==> src/rtl/assert_macros.svh <==
// Assertion macros used by the RTL core.
`ifndef ASSERT_MACROS_SVH
`define ASSERT_MACROS_SVH

`ifndef SYNTHESIS

`define ASSERT_IMPL(name, clk, rst, ante, cons) \
  name: assert property (@(posedge clk) disable iff (rst) (ante) |-> (cons)) \
    else $error("property violated");

`define ASSERT_NEXT(name, clk, rst, ante, cons) \
  name: assert property (@(posedge clk) disable iff (rst) (ante) |=> (cons)) \
    else $error("property violated");

`else

`define ASSERT_IMPL(name, clk, rst, ante, cons)

`define ASSERT_NEXT(name, clk, rst, ante, cons)

`endif

`endif

==> src/rtl/clsr_pkg.sv <==
`default_nettype none

package clsr_pkg;

  localparam int TABLE_DEPTH = 32;
  localparam int WARM_SKIP   = 8;
  localparam int WARM_STEPS  = TABLE_DEPTH + WARM_SKIP;

  localparam int VAL_W      = 31;
  localparam int WORD_W     = VAL_W + 1;
  localparam int FSUM_W     = VAL_W + 2;
  localparam int FRAC_W     = 24;
  localparam int FRAC_SHIFT = VAL_W - FRAC_W;
  localparam int MUL_W      = 16;
  localparam int PROD_W     = VAL_W + MUL_W;
  localparam int FOLD_W     = 8;

  localparam int SLOT_W = (TABLE_DEPTH > 1) ? $clog2(TABLE_DEPTH) : 1;
  localparam int EST_W  = SLOT_W + 2;
  localparam int CNT_W  = $clog2(WARM_STEPS);

  localparam logic [VAL_W:0] MOD_A      = 32'd2147483563;
  localparam logic [VAL_W:0] MOD_B      = 32'd2147483399;
  localparam logic [VAL_W:0] MOD_A_LESS = MOD_A - 32'd1;

  localparam logic [MUL_W-1:0] MUL_A = 16'd40014;
  localparam logic [MUL_W-1:0] MUL_B = 16'd40692;

  localparam logic [FOLD_W-1:0] FOLD_A = FOLD_W'((64'd1 << VAL_W) - 64'(MOD_A));
  localparam logic [FOLD_W-1:0] FOLD_B = FOLD_W'((64'd1 << VAL_W) - 64'(MOD_B));

  localparam logic [VAL_W-1:0]  GEN_TWO_INIT = 31'd123456789;
  localparam logic [FRAC_W-1:0] FRAC_MAX     = 24'd16777214;

  localparam longint SLOT_DIV   = 1 + longint'(MOD_A_LESS) / TABLE_DEPTH;
  localparam int     SLOT_SHIFT = 37;
  localparam longint SLOT_RECIP = (longint'(1) << SLOT_SHIFT) / SLOT_DIV;
  localparam int     RECIP_W    = $clog2(SLOT_RECIP + 1);
  localparam int     EPROD_W    = VAL_W + RECIP_W;
  localparam int     LIM_W      = EST_W + VAL_W;

  localparam int STEP_W = 4;
  localparam logic [STEP_W-1:0] STEP_IDLE = 4'd0;
  localparam logic [STEP_W-1:0] STEP_D0   = 4'd1;
  localparam logic [STEP_W-1:0] STEP_D1   = 4'd2;
  localparam logic [STEP_W-1:0] STEP_D2   = 4'd3;
  localparam logic [STEP_W-1:0] STEP_D3   = 4'd4;
  localparam logic [STEP_W-1:0] STEP_D4   = 4'd5;
  localparam logic [STEP_W-1:0] STEP_RS0  = 4'd6;
  localparam logic [STEP_W-1:0] STEP_RS1  = 4'd7;
  localparam logic [STEP_W-1:0] STEP_RS2  = 4'd8;
  localparam logic [STEP_W-1:0] STEP_RS3  = 4'd9;

  typedef struct packed {
    logic             action;
    logic [VAL_W-1:0] seed_value;
  } cmd_t;

  typedef struct packed {
    logic [VAL_W-1:0]  raw_value;
    logic [FRAC_W-1:0] fraction;
  } draw_t;

  typedef enum logic [1:0] {MUL_NONE, MUL_ONE, MUL_TWO} mul_sel_t;
  typedef enum logic [1:0] {G_HOLD, G_SEED, G_RED} gen_ld_t;
  typedef enum logic [1:0] {LAST_HOLD, LAST_GEN, LAST_DIFF} last_sel_t;
  typedef enum logic [1:0] {TW_NONE, TW_WARM, TW_SLOT} tab_wr_t;
  typedef enum logic [1:0] {CNT_HOLD, CNT_INIT, CNT_DEC} cnt_op_t;
  typedef enum logic [2:0] {J_NEXT, J_ACTION, J_LOOP, J_DONE, J_ALWAYS} jump_t;

  typedef struct packed {
    mul_sel_t          mul_sel;
    gen_ld_t           g1_ld;
    gen_ld_t           g2_ld;
    logic              est_ld;
    logic              slot_ld;
    logic              rd_en;
    last_sel_t         last_sel;
    tab_wr_t           tab_wr;
    cnt_op_t           cnt_op;
    logic              out_ld;
    jump_t             jump;
    logic [STEP_W-1:0] target;
  } uword_t;

  // Reduces a product of a 31-bit value and a 16-bit multiplier modulo m = 2^31 - c.
  function automatic logic [VAL_W-1:0] mod_fold(input logic [PROD_W-1:0] p,
                                                input logic [FOLD_W-1:0] c,
                                                input logic [VAL_W:0]    m);
    logic [MUL_W-1:0] hi;
    logic [VAL_W:0]   s1;
    logic [VAL_W:0]   s2;
    logic [VAL_W:0]   s3;
    hi = p[PROD_W-1:VAL_W];
    s1 = {1'b0, p[VAL_W-1:0]} + WORD_W'(hi) * WORD_W'(c);
    s2 = {1'b0, s1[VAL_W-1:0]} + (s1[VAL_W] ? WORD_W'(c) : '0);
    s3 = (s2 >= m) ? s2 - m : s2;
    return s3[VAL_W-1:0];
  endfunction

  function automatic uword_t ucode(input logic [STEP_W-1:0] s);
    uword_t w;
    w = '0;
    unique case (s)
      STEP_IDLE: begin
        w.jump   = J_ACTION;
        w.target = STEP_RS0;
      end
      STEP_D0: begin
        w.mul_sel = MUL_ONE;
        w.est_ld  = 1'b1;
      end
      STEP_D1: begin
        w.g1_ld   = G_RED;
        w.mul_sel = MUL_TWO;
        w.slot_ld = 1'b1;
      end
      STEP_D2: begin
        w.g2_ld = G_RED;
        w.rd_en = 1'b1;
      end
      STEP_D3: begin
        w.last_sel = LAST_DIFF;
        w.tab_wr   = TW_SLOT;
      end
      STEP_D4: begin
        w.out_ld = 1'b1;
        w.jump   = J_DONE;
        w.target = STEP_IDLE;
      end
      STEP_RS0: begin
        w.g1_ld  = G_SEED;
        w.g2_ld  = G_SEED;
        w.cnt_op = CNT_INIT;
      end
      STEP_RS1: begin
        w.mul_sel = MUL_ONE;
      end
      STEP_RS2: begin
        w.g1_ld  = G_RED;
        w.tab_wr = TW_WARM;
        w.cnt_op = CNT_DEC;
        w.jump   = J_LOOP;
        w.target = STEP_RS1;
      end
      STEP_RS3: begin
        w.last_sel = LAST_GEN;
        w.jump     = J_ALWAYS;
        w.target   = STEP_D0;
      end
      default: begin
        w.jump   = J_ALWAYS;
        w.target = STEP_IDLE;
      end
    endcase
    return w;
  endfunction

endpackage

`default_nettype wire

==> src/rtl/combined_lcg_shuffle_random_core.sv <==
// Combined two-generator LCG with a 32-entry shuffle table. Each command
// transaction yields exactly one draw transaction carrying the raw value and a
// 24-bit fraction; a reseed first runs its 40 warm-up steps. The steps are set
// by the single 31x16 multiplier with its modular reduction, shared by both
// generators in turn, and by the one-port shuffle table read in the cycle
// before its update. Commands are taken only while the sequencer is idle; a
// finished draw waits in the output register while the next command is
// processed. After reset the table reads as zero.
`default_nettype none

module combined_lcg_shuffle_random_core (
  input  logic            clk,
  input  logic            rst,
  input  logic            cmd_valid,
  output logic            cmd_stall,
  input  clsr_pkg::cmd_t  cmd,
  output logic            draw_valid,
  input  logic            draw_stall,
  output clsr_pkg::draw_t draw
);
  import clsr_pkg::*;

  `include "assert_macros.svh"

  logic [STEP_W-1:0] step;
  logic [STEP_W-1:0] step_next;
  uword_t            uw;

  logic [VAL_W-1:0]  gen_one;
  logic [VAL_W-1:0]  gen_two;
  logic [VAL_W-1:0]  last;
  logic [VAL_W-1:0]  seed;
  logic [CNT_W-1:0]  cnt;
  logic [PROD_W-1:0] prod;
  logic [EST_W-1:0]  est;
  logic [SLOT_W-1:0] slot;

  logic [VAL_W-1:0]       tab_mem [TABLE_DEPTH];
  logic [TABLE_DEPTH-1:0] tab_valid;
  logic [VAL_W-1:0]       tab_rdata;
  logic                   rd_valid;
  logic                   tab_we;
  logic [SLOT_W-1:0]      tab_addr;
  logic [VAL_W-1:0]       tab_wdata;

  logic              accept;
  logic              blocked;
  logic              load_out;
  logic [VAL_W-1:0]  seed_fix;
  logic [VAL_W-1:0]  mul_op;
  logic [MUL_W-1:0]  mul_k;
  logic              red_b;
  logic [VAL_W-1:0]  red;
  logic [EPROD_W-1:0] est_prod;
  logic [EST_W-1:0]  est_inc;
  logic [LIM_W-1:0]  est_lim;
  logic [EST_W-1:0]  slot_raw;
  logic [SLOT_W-1:0] slot_new;
  logic [VAL_W-1:0]  tab_val;
  logic [VAL_W:0]    diff;
  logic [VAL_W:0]    diff_fix;
  logic [FRAC_W-1:0] frac_q;
  logic [FRAC_W:0]   frac_inc;
  logic [FSUM_W-1:0] frac_sum;
  logic [FRAC_W:0]   frac_raw;
  logic [FRAC_W-1:0] frac;

  assign uw        = ucode(step);
  assign cmd_stall = (step != STEP_IDLE);
  assign accept    = cmd_valid && !cmd_stall;
  assign blocked   = draw_valid && draw_stall;
  assign load_out  = uw.out_ld && !blocked;
  assign seed_fix  = (seed == '0) ? VAL_W'(1) : seed;

  always_comb begin
    step_next = step;
    unique case (uw.jump)
      J_NEXT:   step_next = step + STEP_W'(1);
      J_ACTION: begin
        if (cmd_valid) begin
          step_next = cmd.action ? uw.target : step + STEP_W'(1);
        end
      end
      J_LOOP:   step_next = (cnt != '0) ? uw.target : step + STEP_W'(1);
      J_DONE:   step_next = blocked ? step : uw.target;
      J_ALWAYS: step_next = uw.target;
      default:  step_next = STEP_IDLE;
    endcase
  end

  assign mul_op = (uw.mul_sel == MUL_TWO) ? gen_two : gen_one;
  assign mul_k  = (uw.mul_sel == MUL_TWO) ? MUL_B : MUL_A;
  assign red_b  = (uw.g2_ld == G_RED);
  assign red    = mod_fold(prod, red_b ? FOLD_B : FOLD_A, red_b ? MOD_B : MOD_A);

  // The slot estimate from the reciprocal is low by at most one; the limit check fixes it.
  assign est_prod = EPROD_W'(last) * EPROD_W'(SLOT_RECIP);
  assign est_inc  = est + EST_W'(1);
  assign est_lim  = LIM_W'(est_inc) * LIM_W'(SLOT_DIV);
  assign slot_raw = (LIM_W'(last) >= est_lim) ? est_inc : est;
  assign slot_new = (slot_raw > EST_W'(TABLE_DEPTH - 1)) ? SLOT_W'(TABLE_DEPTH - 1)
                                                        : slot_raw[SLOT_W-1:0];

  assign tab_val  = rd_valid ? tab_rdata : '0;
  assign diff     = {1'b0, tab_val} - {1'b0, gen_two};
  assign diff_fix = (diff[VAL_W] || diff == '0) ? diff + MOD_A_LESS : diff;

  always_comb begin
    tab_we    = 1'b0;
    tab_addr  = slot;
    tab_wdata = gen_one;
    unique case (uw.tab_wr)
      TW_WARM: begin
        tab_we    = (cnt < CNT_W'(TABLE_DEPTH));
        tab_addr  = cnt[SLOT_W-1:0];
        tab_wdata = red;
      end
      TW_SLOT: tab_we = 1'b1;
      default: tab_we = 1'b0;
    endcase
  end

  // The modulus sits just below 2^31, so the quotient is the shifted value or one more.
  assign frac_q   = last[VAL_W-1:FRAC_SHIFT];
  assign frac_inc = {1'b0, frac_q} + (FRAC_W + 1)'(1);
  assign frac_sum = FSUM_W'({last[FRAC_SHIFT-1:0], {FRAC_W{1'b0}}})
                  + FSUM_W'(frac_inc) * FSUM_W'(FOLD_A);
  assign frac_raw = (frac_sum[FSUM_W-1:VAL_W] != '0) ? frac_inc : {1'b0, frac_q};
  assign frac     = (frac_raw > (FRAC_W + 1)'(FRAC_MAX)) ? FRAC_MAX : frac_raw[FRAC_W-1:0];

  always_ff @(posedge clk) begin
    if (rst) begin
      step       <= STEP_IDLE;
      gen_one    <= '0;
      gen_two    <= GEN_TWO_INIT;
      last       <= '0;
      cnt        <= '0;
      tab_valid  <= '0;
      draw_valid <= 1'b0;
    end else begin
      step <= step_next;
      if (uw.g1_ld == G_SEED) begin
        gen_one <= seed_fix;
      end else if (uw.g1_ld == G_RED) begin
        gen_one <= red;
      end
      if (uw.g2_ld == G_SEED) begin
        gen_two <= seed_fix;
      end else if (uw.g2_ld == G_RED) begin
        gen_two <= red;
      end
      if (uw.last_sel == LAST_GEN) begin
        last <= gen_one;
      end else if (uw.last_sel == LAST_DIFF) begin
        last <= diff_fix[VAL_W-1:0];
      end
      if (uw.cnt_op == CNT_INIT) begin
        cnt <= CNT_W'(WARM_STEPS - 1);
      end else if (uw.cnt_op == CNT_DEC) begin
        cnt <= cnt - CNT_W'(1);
      end
      if (tab_we) begin
        tab_valid[tab_addr] <= 1'b1;
      end
      if (load_out) begin
        draw_valid <= 1'b1;
      end else if (!draw_stall) begin
        draw_valid <= 1'b0;
      end
    end
  end

  always_ff @(posedge clk) begin
    if (accept) begin
      seed <= cmd.seed_value;
    end
    if (uw.mul_sel != MUL_NONE) begin
      prod <= PROD_W'(mul_op) * PROD_W'(mul_k);
    end
    if (uw.est_ld) begin
      est <= EST_W'(est_prod >> SLOT_SHIFT);
    end
    if (uw.slot_ld) begin
      slot <= slot_new;
    end
    if (load_out) begin
      draw.raw_value <= last;
      draw.fraction  <= frac;
    end
  end

  always_ff @(posedge clk) begin
    if (tab_we) begin
      tab_mem[tab_addr] <= tab_wdata;
    end
    if (uw.rd_en) begin
      tab_rdata <= tab_mem[slot];
      rd_valid  <= tab_valid[slot];
    end
  end

  `ASSERT_NEXT(a_accept_starts_work, clk, rst, accept, step != STEP_IDLE)
  `ASSERT_IMPL(a_draw_in_range, clk, rst, step == STEP_D4, last != '0 && last < MOD_A)
  `ASSERT_IMPL(a_gen_two_reduced, clk, rst, step == STEP_D3, gen_two < MOD_B)
  `ASSERT_IMPL(a_result_from_last_step, clk, rst, $rose(draw_valid), $past(step) == STEP_D4)
  `ASSERT_IMPL(a_warm_count_bound, clk, rst, step == STEP_RS2, cnt <= CNT_W'(WARM_STEPS - 1))

endmodule

`default_nettype wire

==> config.mk <==
export PLATFORM = sky130hd
export DESIGN_NAME = combined_lcg_shuffle_random_core
export DESIGN_NICKNAME = d
export VERILOG_FILES = /design/src/rtl/clsr_pkg.sv /design/src/rtl/combined_lcg_shuffle_random_core.sv
export VERILOG_INCLUDE_DIRS = /design/src /design/src/rtl
export SDC_FILE = /design/constraint.sdc
export NUM_CORES = 2
export LEC_CHECK = 0
export ABC_AREA = 1
export BUFFER_PORTS_ARGS = -buffer_cell sky130_fd_sc_hd__buf_2
export CORE_MARGIN = 1.5
export CORE_UTILIZATION = 35
export DETAILED_ROUTE_END_ITERATION = 10
export GPL_ROUTABILITY_DRIVEN = 0
export PLACE_DENSITY = 0.54
export SLEW_MARGIN = 20
export SYNTH_ARGS = -nofsm -noshare
export SYNTH_HDL_FRONTEND = slang
export SYNTH_SLANG_ARGS = --single-unit
==> constraint.sdc <==
create_clock -name clk -period 14.4 [get_ports clk]
set_input_delay 2.88 -clock clk [delete_from_list [all_inputs] [get_ports clk]]
set_output_delay 2.88 -clock clk [all_outputs]
set_load 0.02 [all_outputs]
==> parameters.txt <==
Parameter                              Value

CTS
  Clk_lat worst skew    840 ps
  Post-CTS Resized    0
  TritonCTS sink count    1302
  Clock slew seen by the registers of the worst setup and hold paths    ~60 ps
  TritonCTS clock tree    done
  Number of H-tree levels    4
  Number of setup buffers added after CTS    0
  Number of buffers inserted during clock tree synthesis    139
  Clk Tree Root Cell    clkbuf_16
  Maximum buffer depth of the clock tree    3
  Post-CTS Hold Fix Bufs    0

Critical path
  Slowest Stage Delay on Critical Path    780 ps
  Crit path required time    14910 ps
  Critical path data arrival time    around 11000 ps
  Slowest-stage cell, CP    nor2_4
  Setup crit start kind    flop
  Type of element capturing the critical path    flop
  Most common cell type on the critical path    nand2_1
  Maximum net fanout on the critical path    35
  CP Class    flop to flop

STA
  Final slew viol count    0
  Final period demand of the worst path    10990 ps
  Max transition margin    0.285
  RSZ-0062 raised after global routing    no
  Crit share post-route    0.763
  Setup clock skew after layout    56.8 ps
  Transition time at the pin with the least slew margin    1070 ps
  Final critical-path setup slack    3410 ps
  Final hold vios    0
  Setup TNS after final layout    0 ps
  Max Clk Rate    0.0910 GHz
  Endpoints failing setup    0

Synth
  Cell area after synthesis    77900 um^2
  Share of flip-flops with an asynchronous set or reset after synthesis    0
  Most instantiated cells after synthesis    edfxtp_1, inv_1, nor2_1, nand2_1, o21ai_0
  Most common cell in the netlist    edfxtp_1
  Warnings from Yosys    0
  Fraction of the yosys area taken by sequential cells    0.485
  Post-synthesis sequential element count    1302
  Distinct cell type count of the synthesized netlist    61
  Number of standard cells after synthesis    a little under 8000
  Most area-consuming cells after synthesis    edfxtp_1, fa_1, ha_1
  Post-synth EDFFs    1166
  Synthesized area per cell    10.0 um^2
  Synthesized netlist net count    8682
  Most common flop cell mapped by yosys    edfxtp_1
  Library cell with the largest summed area after synthesis    edfxtp_1
  Post-synth top area share    0.450

Global route
  Met2 Usage GRT    0.353
  Overflow left after global routing    0
  Routing usage on met1    0.291
  Most heavily used metal layer in global routing    met2
  Global-route total usage across every layer    0.216
  Met3 capacity usage during global routing    0.0313
  Vias in the first global route    55254
  Number of antenna violations at the first check in global routing    5
  Global-route wire length before repair    about 360 mm
  Largest net degree at the start of global routing    156

Placed design
  HPWL reported at the end of detailed placement    166 mm
  Number of buffer cells added on primary ports    92
  Post-placement worst setup slack    3100 ps
  Placed Cells incl. Taps    10613

Route
  Antenna Violating Nets Remaining    0
  Final routed wire length divided by cell count    22.7 um
  Number of vias in the routed layout    ~57000
  Routed vias/inst    5.28
  DRT iter0 DRCs    5821
  Post-detailed-routing wire length    247 mm
  Post-route DRC    0
  1st-pass router iterations    9

Layout
  Fraction of final layout cells with drive strength greater than 1    0.0726
  Fraction of the core area covered by cells at the end of the flow    0.394
  Final non-filler cell total    between 10000 and 15000
  Number of fill cells in the layout    around 22000
  Final Net Count    just under 9000
  Synth-to-Final Area Change    11.5%

Floorplan
  Initial core utilization    0.353
  Area enclosed by the die boundary    between 200000 and 250000 um^2
  Top-level port count    93
  Die W    475 um
  Count of standard-cell rows    172
  Die Height    475 um
  Placeable core region    between 200000 and 250000 um^2

Status
  Result of the run    completed

Flow run
  Max_cap viols    0

Hold path
  Class of the most critical hold timing path    flop to flop
[through the flow]
step                      cell area, um^2  hold WS (ps)
after floorplan                     77900           435
after global placement              82100           444
after detailed placement            82100           451
after CTS                           86700           458
after global routing                86800           487
final                               86800           456
[area by class of cell]
type,count,area [um^2],share of cell area
inverters,1193,4500,0.0518
clock buffers,170,3670,0.0422
multi-input cells,4959,35000,0.403
diodes,1,2.50,0.0000288
well taps,2958,3700,0.0426
flip-flops and latches,1302,37700,0.435
clock inverters,76,871,0.0100
repair buffers,201,1340,0.0155
[logic make-up (layout without fill, tap and decap cells)]
family	Yosys count	in the layout	synth area share
flip-flops	1302	1302	0.485
XOR/XNOR	146	146	0.0165
AO/OA/AOI/OAI	1499	1499	0.112
other	1	2	0.0000482
AND/OR/NAND/NOR	2430	2430	0.130
adder cells (fa/ha/maj)	883	883	0.184
buffers and inverters	1502	1640	0.0731
[per-layer routing]
metal,vias up,routed length (um)
met2,2272,115000
met5,-,28
li1,26346,-
met4,4,9430
met3,417,17900
met1,28349,104000
[cells in the final DEF, fill, tap and decap left out, drive strengths merged, types with 201 or more instances in the layout]
cell and instances:
nand2 959, nor2 1046, o21ai 764, ha 447, buf 201, edfxtp 1166
inv 1191, fa 436, a21oi 308, nand3 269
[registers in the layout, indices dropped and copies added (netlist names)]
register,flops
draw,55
step,4
gen_one,31
tab_mem,992
tab_rdata,31
gen_two,31
rd_valid,1
est,5
draw_valid,1
seed,31
cnt,6
last,31
tab_valid,32
slot,5
prod,46
[final timing paths]
path | start | endpoint | slack, ps | cells after the start
max | step[0] | tab_mem[0][29] | 3410 | 42
min reg2reg | gen_two[30] | gen_two[30] | 460 | 2
min | gen_two[30] | gen_two[30] | 460 | 2
max reg2reg | step[0] | tab_mem[0][29] | 3410 | 42
[critical path, delay by kind of cell (launching register included)]
family,cells,cell delay [ps]
AND/OR/NAND/NOR,21,3610
adder cells (fa/ha/maj),9,3570
AO/OA/AOI/OAI,5,1530
buffers and inverters,6,1200
flip-flops,1,430
XOR/XNOR,1,240
Power is left out: the tool's default activity adds up to more than one toggle a clock period on the data nets, which glitch-free logic cannot reach.
